<file path="config.mk">
export PLATFORM = sky130hd
export DESIGN_NAME = smax_out_queue
export DESIGN_NICKNAME = d
export VERILOG_FILES = /design/src/rtl/smax_pkg.sv /design/src/rtl/smax_out_queue.sv
export SDC_FILE = /design/constraint.sdc
export NUM_CORES = 1
export LEC_CHECK = 0
export BUFFER_PORTS_ARGS = -buffer_cell sky130_fd_sc_hd__buf_4
export CORE_UTILIZATION = 54
export DETAILED_ROUTE_END_ITERATION = 6
export PLACE_DENSITY = 0.75
export SLEW_MARGIN = 10
export SYNTH_ARGS = -nofsm -noshare
export SYNTH_HDL_FRONTEND = slang
export SYNTH_SLANG_ARGS = --single-unit
</file>
<file path="constraint.sdc">
create_clock -name clock -period 5.3 [get_ports clock]
set_input_delay 0.265 -clock clock [delete_from_list [all_inputs] [get_ports clock]]
set_output_delay 0.265 -clock clock [all_outputs]
set_load 0.1 [all_outputs]
</file>
<file path="src/rtl/smax_pkg.sv">
`timescale 1ns / 1ps
// ----------------------------------------------------------------------------
// smax_pkg
// Shared types and constants for the moving average crossover detector.
// ----------------------------------------------------------------------------
package smax_pkg;

   // Defaults for the top level parameters
   localparam int MAX_WINDOW_DEFAULT = 256;
   localparam int PRICE_BITS_DEFAULT = 32;
   localparam int OUT_DEPTH_DEFAULT  = 8;

   // Fixed field widths
   localparam int LEN_BITS       = 9;
   localparam int CLOSE_BITS     = 32;
   localparam int TIME_BITS      = 63;
   localparam int KIND_BITS      = 2;
   localparam int CSR_INDEX_BITS = 4;

   // Register indexes
   localparam logic [CSR_INDEX_BITS-1:0] CSR_SHORT_LENGTH = 4'd0;
   localparam logic [CSR_INDEX_BITS-1:0] CSR_LONG_LENGTH  = 4'd1;

   // Register reset values
   localparam logic [LEN_BITS-1:0] SHORT_LENGTH_RESET = 9'd10;
   localparam logic [LEN_BITS-1:0] LONG_LENGTH_RESET  = 9'd50;

   // Result codes
   localparam logic [KIND_BITS-1:0] KIND_NONE = 2'd0;
   localparam logic [KIND_BITS-1:0] KIND_RISE = 2'd1;
   localparam logic [KIND_BITS-1:0] KIND_FALL = 2'd2;

   // Relation of short average to long average
   typedef enum logic [1:0] {
      REL_BELOW = 2'd0,
      REL_EQUAL = 2'd1,
      REL_ABOVE = 2'd2
   } relation_type;

   typedef struct packed {
      logic [CLOSE_BITS-1:0] close_price;
      logic [TIME_BITS-1:0]  bar_time;
   } req_payload_type;

   typedef struct packed {
      logic [KIND_BITS-1:0] signal_kind;
      logic [TIME_BITS-1:0] signal_time;
   } rsp_payload_type;

   // Per-transaction control carried down the pipeline
   typedef struct packed {
      logic rel_en;  // window full: compute relation
      logic sig_en;  // one bar past full: crossover may be reported
   } stage_ctrl_type;

endpackage

</file>
<file path="src/rtl/smax_out_queue.sv">
`timescale 1ns / 1ps
// ----------------------------------------------------------------------------
// smax_out_queue
// Result queue that decouples the free-running pipeline from rsp_stall.
// ----------------------------------------------------------------------------
module smax_out_queue #(
   parameter int DEPTH = smax_pkg::OUT_DEPTH_DEFAULT
) (
   input  logic                      clock,
   input  logic                      reset,
   input  logic                      push,
   input  smax_pkg::rsp_payload_type push_data,
   output logic                      rsp_valid,
   input  logic                      rsp_stall,
   output smax_pkg::rsp_payload_type rsp_payload
);

   localparam int PTR_W = (DEPTH > 1) ? $clog2(DEPTH) : 1;
   localparam int CNT_W = $clog2(DEPTH + 1);
   localparam logic [PTR_W-1:0] PTR_LAST = PTR_W'(DEPTH - 1);

   smax_pkg::rsp_payload_type entry_ff [DEPTH];

   logic [PTR_W-1:0] wr_ptr_ff, wr_ptr_in;
   logic [PTR_W-1:0] rd_ptr_ff, rd_ptr_in;
   logic [CNT_W-1:0] count_ff, count_in;
   logic             pop;

   assign rsp_valid   = (count_ff != '0);
   assign rsp_payload = entry_ff[rd_ptr_ff];
   assign pop         = rsp_valid && !rsp_stall;

   // Advance pointers with explicit wrap
   always_comb begin
      wr_ptr_in = (wr_ptr_ff == PTR_LAST) ? '0 : wr_ptr_ff + 1'b1;
      rd_ptr_in = (rd_ptr_ff == PTR_LAST) ? '0 : rd_ptr_ff + 1'b1;
      count_in  = count_ff + CNT_W'(push) - CNT_W'(pop);
   end

   always_ff @(posedge clock) begin
      if (reset) begin
         wr_ptr_ff <= '0;
         rd_ptr_ff <= '0;
         count_ff  <= '0;
      end else begin
         if (push) begin
            wr_ptr_ff <= wr_ptr_in;
         end
         if (pop) begin
            rd_ptr_ff <= rd_ptr_in;
         end
         count_ff <= count_in;
      end
   end

   always_ff @(posedge clock) begin
      if (push) begin
         entry_ff[wr_ptr_ff] <= push_data;
      end
   end

endmodule

</file>
=== After elaboration in Yosys (flattened, before gate mapping) ===
Memory sizes are Yosys's and may differ from the RTL's. A register that Yosys moved wholly into a read port is not among the register bits.
Cells that the tools add are included.

* Output and inout bits: 66
* Memories kept: 1
* Flip-flop bits (word level): 10
* Bits in writable memories: 520

{| class="wikitable"
|+ Memory list
! name !! depth !! bits a word !! read ports !! clocked after Yosys merged registers in !! write ports !! RTL line !! RTL
|-
| entry_ff || 8 || 65 || 1 || 1 || 1 || smax_out_queue.sv:22 || <nowiki>smax_pkg::rsp_payload_type entry_ff [DEPTH];</nowiki>
|}

* Eq/ne operators: 2
* Add/subtract/negate cells: 4
* Muxes and demuxes: 6
* Reductions and logical operators: 3

{| class="wikitable"
|+ Operator list
! cell !! count
|-
| $mux 3 || 4
|-
| $add 3x1->3 const B || 2
|-
| $eq 3x3->1 const B || 2
|-
| $add 4x1->4 || 1
|-
| $reduce_bool 4->1 || 1
|-
| $sub 4x1->4 || 1
|-
| $mux 1 || 2
|-
| $logic_and 1x1->1 || 1
|-
| $logic_not 1->1 || 1
|}

=== Depth between registers and ports, before layout ===
Gate-level depths: netlist of the first run.

* Depth in word-level cells: 4
* Gate-level depth with buffers: 9
* Depth with buffers taken out: 9

=== Worst setup path after synthesis of the first run ===
OpenSTA, ideal clock, no wires.

* Path type: register -> register
* From: register wr_ptr_ff[2]
* To: memory entry_ff[0][0] in the netlist's numbering (enable)
* Data arrival time: 4.917 ns
* Required time: 4.732 ns
* Slack: -0.185 ns
* Cell stages (with the launch flop): 3
* Path buffers: 0
* Path through: dfxtp_1 -> nand2b_1 -> nor3_1

{| class="wikitable"
|+ RTL lines
! what !! RTL line !! RTL
|-
| start, declared || smax_out_queue.sv:24 || <nowiki>logic [PTR_W-1:0] wr_ptr_ff, wr_ptr_in;</nowiki>
|-
| start signal, assigned || smax_out_queue.sv:47 || <nowiki>wr_ptr_ff <= wr_ptr_in;</nowiki>
|-
| end, declared || smax_out_queue.sv:22 ||
|}

Straight into the memory's write port.

==> metrics.md, run 1 <==
| Metric | Value |
|---|---|
| DRT Pass-1 Iters | 5 |
| Tcrit/Tclk final | about 65% |
| Worst-Margin Slew | roughly 1200 ps |
| Post-route cell area | approximately 24000 um2 |
| Drt drc | 0 |
| Post-synthesis async set-or-reset flop share | 0% |
| M2 GR Usage | about 33% |
| Die Area | around 38000 um2 |
| Leading post-synthesis cells by cell area | edfxtp_1 77%, mux4_2 15%, mux2_2 3.6%, dfxtp_1 1.3%, buf_6 0.61% |
| Final TNS setup | 0 ps |
| Area leader, netlist | edfxtp_1 |
| Layer carrying the most global-route usage | met2 |
| Lkg Pwr | ~7.7 nW |
| HPWL Detailed | a little under 20 mm |
| Critical path class | register to output pin |
| Vias in the first global route | ~9.6k |
| Post-route insts no fill | around 1.6k |
| Synth top area share | about 77% |
| Initial antenna violation count | 1 |
| Placed instance area | 21800 um2 |
| Global Route Usage Sum | slightly above 20% |
| WL/cell | approximately 24 um |
| Final setup fails | 0 |
| H-tree Lvls | 2 |
| Via density | between 5 and 6 |
| Most frequent cell after synthesis | edfxtp_1 |
| Final Skew | a little over 9 ps |
| Critical Path AT | ~3200 ps |
| Final Hold Fails | 0 |
| Normalized max-slew margin | approximately 22% |
| Crit-path most repeated cell | buf_4 |
| Detailed Route WL | ~38 mm |
| Mux cell area share after synthesis | a little under a fifth |
| Pwr Density | about 440 nW/um2 |
| Fin nets | around 1.1k |
| Initial Util | a little over half |
| P_sw | ~3.2 mW |
| CTS clk-pin slew, worst paths | ~60 ps |
| CTS Buf Count | 53 |
| Comb power frac | between 20 and 25% |
| Worst setup EP type | output pin |
| Yosys warns | 0 |
| RSZ-0062 raised after global routing | no |
| Maxcap violations | 0 |
| Worst-path cell chain | buf_4, mux4_2, mux2_2, buf_4 |
| FF+latch count, synth | 533 |
| Clock Path Buffers | 3 |
| CP max stage cell | dfxtp_4 |
| Compound-cell area share of the yosys netlist | less than 1% |
| DP Cell Count | 1407 |
| Root buffer cell | clkbuf_16 |
| Min-Delay Path Class | input pin to register |
| Pin count of the biggest net entering global routing | 70 |
| Switching portion of total power | 30.0% |
| Sequential Power Share | roughly 46% |
| Hold WS | about 47 ps |
| Buffers on Ports | ~130 |
| Die Ht | between 150 and 200 um |
| Main flop type after synthesis | edfxtp_1 |
| Simple-gate share of the synthesized area | less than 1% |
| Number of DRC markers in iteration 0 | 737 |
| Vias post-DR | a little over 9k |
| Syn Inst Count | approximately 830 |
| Adder-cell share of the synthesized area | less than 1% |
| Slew Viols, Final | 0 |
| Row cnt | 70 |
| CP Launch Type | register |
| TritonCTS clock tree | yes |
| Seq/Total Area, Yosys | around four fifths |
| Clk sinks | around 530 |
| CP peak stage delay | a little over 1000 ps |
| Die Wd | slightly below 200 um |
| Internal power | between 7 and 8 mW |
| GP Congestion | ~0.7 |
| Clk pwr share | approximately 32% |
| Setup repair bufs after CTS | 0 |
| Syn Nets | ~910 |
| Area Growth Syn to Fin | 19.0% |
| XOR/XNOR Fraction of Synth Area | less than 1% |
| Clock Latency Late Sink | 570 ps |
| Post-route ant nets | 0 |
| Upper clock frequency limit | 0.292 GHz |
| Mapped cell area | approximately 20000 um2 |
| Global-route wire length before repair | around 58 mm |
| Top cells by count, synth | 520 x edfxtp_1, 130 x mux4_2, 65 x mux2_2 |
| Crit-path max FO | about 70 |
| Core Footprint | about 37000 um2 |
| Post-layout util | around two thirds |
| GRT met3 Usage | approximately 4.4% |
| Main combinational cell family by area after synthesis | multiplexers |
| Status | complete, no violations |
| Number of top-level pins | roughly 140 |
| Worst Path Required | ~5000 ps |
| Clock period minus worst slack | around 3400 ps |
| Layout cell share with drive strength beyond 1 | 38.1% |
| Peak VDD IR | 0.374 mV |
| GR Util met1 | about 29% |
| Library cells used by synthesis | 27 |
| Congestion Overflow GR | 0 |
| Mean post-synth cell area | around 24 um2 |
| EDFF count, synth | 520 |
[stage by stage]
step,setup slack [ps],power (mW)
floorplan,1540,6.71
global placement,2390,7.19
detailed placement,2400,7.21
CTS,1780,10.6
global route,1730,10.9
finish,1870,10.5
[per-layer routing]
layer | part of all wire, % | wire (um)
met1 | 43 | 16100
met2 | 49 | 18700
met3 | 5.9 | 2230
met4 | 2.1 | 809
met5 | 0 | 0
[power groups by stage]
stage	clock network (mW)	logic [mW]	registers, mW
finish	3.38	2.30	4.84
global route	3.60	2.39	4.86
CTS	3.44	2.32	4.85
detailed placement	0	2.27	4.94
global placement	0	2.26	4.93
floorplan	0	1.86	4.85
[repair_timing]
action	CTS	global route
setup endpoints to repair	0	0
endpoints found under the hold margin	532	0
hold buffers	67	0
gates resized for setup	0	0
[registers in the layout, indices dropped and copies added (netlist names), named ones only]
signal,flops
count_ff,4
rd_ptr_ff,3
wr_ptr_ff,3
entry_ff,520
[critical path: cells and delay by family (launching register included)]
family	cells	cell delay, ps
buf+inv	2	840
mux	2	690
flops	1	1030
[path summary, 6_finish.rpt]
kind | from | to | slack, ps | depth (start not counted)
worst max-delay path | register | rsp_payload[29] | 1870 | 4
worst min-delay path | rsp_stall | register | 50 | 3
worst max register to register | wr_ptr_ff[0]$_SDFFE_PP0P_ | entry_ff[7][57]$_DFFE_PP_ | 2730 | 3
worst min register to register | rd_ptr_ff[1]$_SDFFE_PP0P_ | register | 530 | 2
[layout make-up]
class / count / area [um2]
Clock inverter: 28 / 178
Inverter: 6 / 22.5
Fill cell: 2352 / 12700
Antenna cell: 1 / 2.50
Clock buffer: 66 / 1380
Tap cell: 468 / 586
Timing Repair Buffer: 216 / 1840
Sequential cell: 533 / 15900
Multi-Input combinational cell: 251 / 4100
[layout by cell type (no fill, tap or decap), types with 2 or more instances in the layout]
cell           netlist  routed
dlygate4sd3_1        0      67
buf_4                0     145
inv_1                6       6
nand2b_1             5       5
a21oi_1              9       9
nand3_1              2       2
o21ai_0              3       3
clkbuf_16            0      53
edfxtp_1           520     520
mux2i_1              2       2
nor3_4               0       2
bufinv_16            0       2
nor2_1              11       5
ha_1                 8       8
nor2b_1              2       2
clkinv_1             0      18
dfxtp_1             13      10
nand2_1              4       4
clkinv_2             0       5
dfxtp_4              0       3
nor2_4               0       6
clkbuf_1            20      13
mux4_2             130     130
mux2_2              65      65
buf_12               0       4
[logic make-up after synthesis]
| family | count (synthesis) |
|---|---|
| buffers and inverters | 43 |
| and+or+nand+nor | 31 |
| AOI/OAI and AO/OA | 13 |
| xor gates and xnor gates | 1 |
| adders and majority gates | 9 |
| DFF | 533 |
| muxes | 197 |
Note: power is estimated with default switching activity, not from simulation.
==> inputs of run 2 (changes only) <==
--- a/config.mk
+++ b/config.mk
@@ -6,9 +6,9 @@
 export NUM_CORES = 1
 export LEC_CHECK = 0
 export BUFFER_PORTS_ARGS = -buffer_cell sky130_fd_sc_hd__buf_4
-export CORE_UTILIZATION = 54
+export CORE_UTILIZATION = 60
 export DETAILED_ROUTE_END_ITERATION = 6
-export PLACE_DENSITY = 0.75
+export PLACE_DENSITY = 0.79
 export SLEW_MARGIN = 10
 export SYNTH_ARGS = -nofsm -noshare
 export SYNTH_HDL_FRONTEND = slang
==> constraint.sdc (replaced) <==
create_clock -name clock -period 3.52 [get_ports clock]
set_input_delay 0.176 -clock clock [delete_from_list [all_inputs] [get_ports clock]]
set_output_delay 0.176 -clock clock [all_outputs]
set_load 0.1 [all_outputs]
==> run 2 against run 1 <==
- first-iteration DRC count up 13%
- non-clock buffer count rose by 7
- critical endpoint is now rsp_payload[15]
- largest power group unchanged
- via count is 2.2% higher
- clock power rose by 62%
- critical path depth unchanged
- design area increased by 1.0%
- flip-flop and latch count unchanged
- register-to-register slack got worse by 1400 ps
==> metrics.md, run 2 (synthesis gave the netlist of run 1 again) <==
| Metric | Value |
|---|---|
| Status | complete, no violations |
| RSZ-0062 raised after global routing | no |
| Initial antenna violation count | 5 |
| H-tree Lvls | 2 |
| Fillers | approximately 1.8k |
| Root buffer cell | clkbuf_16 |
| Clock Path Buffers | 3 |
| Clk pwr share | between 30 and 40% |
| Drt drc | 0 |
| Min-Delay Path Class | input pin to register |
| Congestion Overflow GR | 0 |
| Biggest register | entry_ff |
| Row cnt | 66 |
| Largest regs | entry_ff: 520 flops, count_ff: 4 flops |
| Sequential Power Share | 44.6% |
| Die Wd | roughly 190 um |
| Number of DRC markers in iteration 0 | 835 |
| Most common cell after layout, fill and taps aside | edfxtp_1 |
| Global-route wire length before repair | between 50 and 60 mm |
| P_sw | roughly 4.8 mW |
| Initial Util | between 60 and 70% |
| Area Growth Syn to Fin | 20.3% |
| Tcrit/Tclk final | ~83% |
| Reg-to-reg endpoint | count_ff[2]$_SDFF_PP0_ |
| Maxcap violations | 0 |
| Clk sinks | 533 |
| Pin count of the biggest net entering global routing | 66 |
| CTS-repair resized insts | 0 |
| Hold depth | 2 |
| WHS Endpoint | entry_ff[3][21]$_DFFE_PP_ |
| Switching portion of total power | ~29% |
| Normalized max-slew margin | around 36% |
| Worst-Margin Slew | about 960 ps |
| Hold Path Origin | push_data[21] |
| Via density | 5.99 |
| Critical Path AT | 2750 ps |
| Die Area | ~34000 um2 |
| Fin nets | approximately 1.1k |
| Commonest non-fill, non-tap cells in the layout | 520 x edfxtp_1, 143 x buf_4, 130 x mux4_2, 69 x dlygate4sd3_1, 65 x mux2_2 |
| Max FFs per register | between 500 and 600 |
| Pwr Density | about 670 nW/um2 |
| Comb power frac | 21.7% |
| HPWL Detailed | just under 20 mm |
| Die Ht | about 190 um |
| CTS clk-pin slew, worst paths | roughly 60 ps |
| Lkg Pwr | a little under 8 nW |
| Number of top-level pins | 135 |
| Setup slack, reg-to-reg | between 1000 and 1500 ps |
| Final Skew | 14.2 ps |
| Post-route ant nets | 0 |
| Final Hold Fails | 0 |
| Buffers on Ports | about 130 |
| Clock Latency Late Sink | roughly 560 ps |
| Final setup fails | 0 |
| Peak VDD IR | roughly 0.48 mV |
| Crit-path max FO | 23 |
| Critical path class | register to output pin |
| GP Congestion | 0.711 |
| Worst setup EP type | output pin |
| Vias in the first global route | between 10k and 15k |
| Post-route insts no fill | around 1.6k |
| Final TNS setup | 0 ps |
| Vias post-DR | between 9k and 10k |
| Detailed Route WL | a little under 40 mm |
| Reg2reg start | count_ff[2]$_SDFF_PP0_ |
| DRT Pass-1 Iters | 5 |
| Clock period minus worst slack | between 2000 and 3000 ps |
| Tot Pwr | 16.2 mW |
| WL/cell | roughly 25 um |
| CP Launch Type | register |
| Worst Path Required | approximately 3300 ps |
| Slew Viols, Final | 0 |
| Layout cell share with drive strength beyond 1 | 39.1% |
| TritonCTS clock tree | yes |
| CTS Buf Count | 51 |
| Core Footprint | 32800 um2 |
| Global Route Usage Sum | a little under a quarter |
| R2R cell count | 9 |
| Upper clock frequency limit | between 0.3 and 0.4 GHz |
| DP Cell Count | around 1.4k |
| Internal power | around 11 mW |
[run 2: cell count changes in the layout (fill, tap and decap cells not counted), moves of 2 or more]
cell,previous run,this run
buf_12,4,11
clkinvlp_4,1,3
diode_2,1,5
buf_4,145,143
bufinv_16,2,7
dlygate4sd3_1,67,69
clkbuf_1,13,11
clkinv_2,5,7
clkinv_1,18,10
[run 2: worst max path at each step]
stage	slack, ps	end
floorplan	-240	entry_ff[1][0]$_DFFE_PP_
global placement	1120	rsp_payload[15]
detailed placement	1130	rsp_payload[10]
CTS	510	rsp_payload[15]
global route	420	rsp_payload[15]
finish	590	rsp_payload[15]
[run 2: critical path: stages, from the launching register on]
cell	delay [ps]
dfxtp_4	570
buf_4	480
mux4_2	570
mux2_2	320
buf_4	250
[run 2: metrics by stage]
stage	hold slack, ps	setup WS [ps]	util (%)	instance area (um2)
after floorplan	248	-241	-	20200
after global placement	407	1120	66.7	21900
after detailed placement	411	1130	66.7	21900
after CTS	382	512	73.9	24200
after global routing	401	418	73.9	24200
final	405	591	73.9	24200
[run 2: metal layers]
| layer | track usage, % | vias to the layer above | share of wire (%) |
|---|---|---|---|
| met2 | 39.1 | 341 | 51 |
| met4 | 6.02 | 2 | 1.9 |
| met3 | 4.36 | 55 | 6.7 |
| li1 | - | 3998 | - |
| met1 | 31.7 | 4905 | 40 |
| met5 | 0 | - | 0.026 |
[run 2: cell type report]
class	count	area [um2]	area share, %
diodes	5	12.5	0.0516
repair buffers	223	1980	8.19
clock buffers	64	1370	5.64
multi-input cells	251	4100	16.9
inverters	6	22.5	0.0929
clock inverters	28	314	1.30
flip-flops and latches	533	15900	65.5
well taps	442	553	2.28
[run 2: power by group through the flow]
stage / sequential, mW / clock (mW) / combinational (mW)
global route: 7.26 / 5.78 / 3.67
global placement: 7.38 / 0 / 3.45
CTS: 7.25 / 5.55 / 3.56
detailed placement: 7.38 / 0 / 3.47
finish: 7.25 / 5.46 / 3.53
floorplan: 7.31 / 0 / 2.80
[run 2: repair_timing]
item,CTS,global route
buffers inserted,0,0
hold buffers,69,0
hold endpoints to repair,532,0
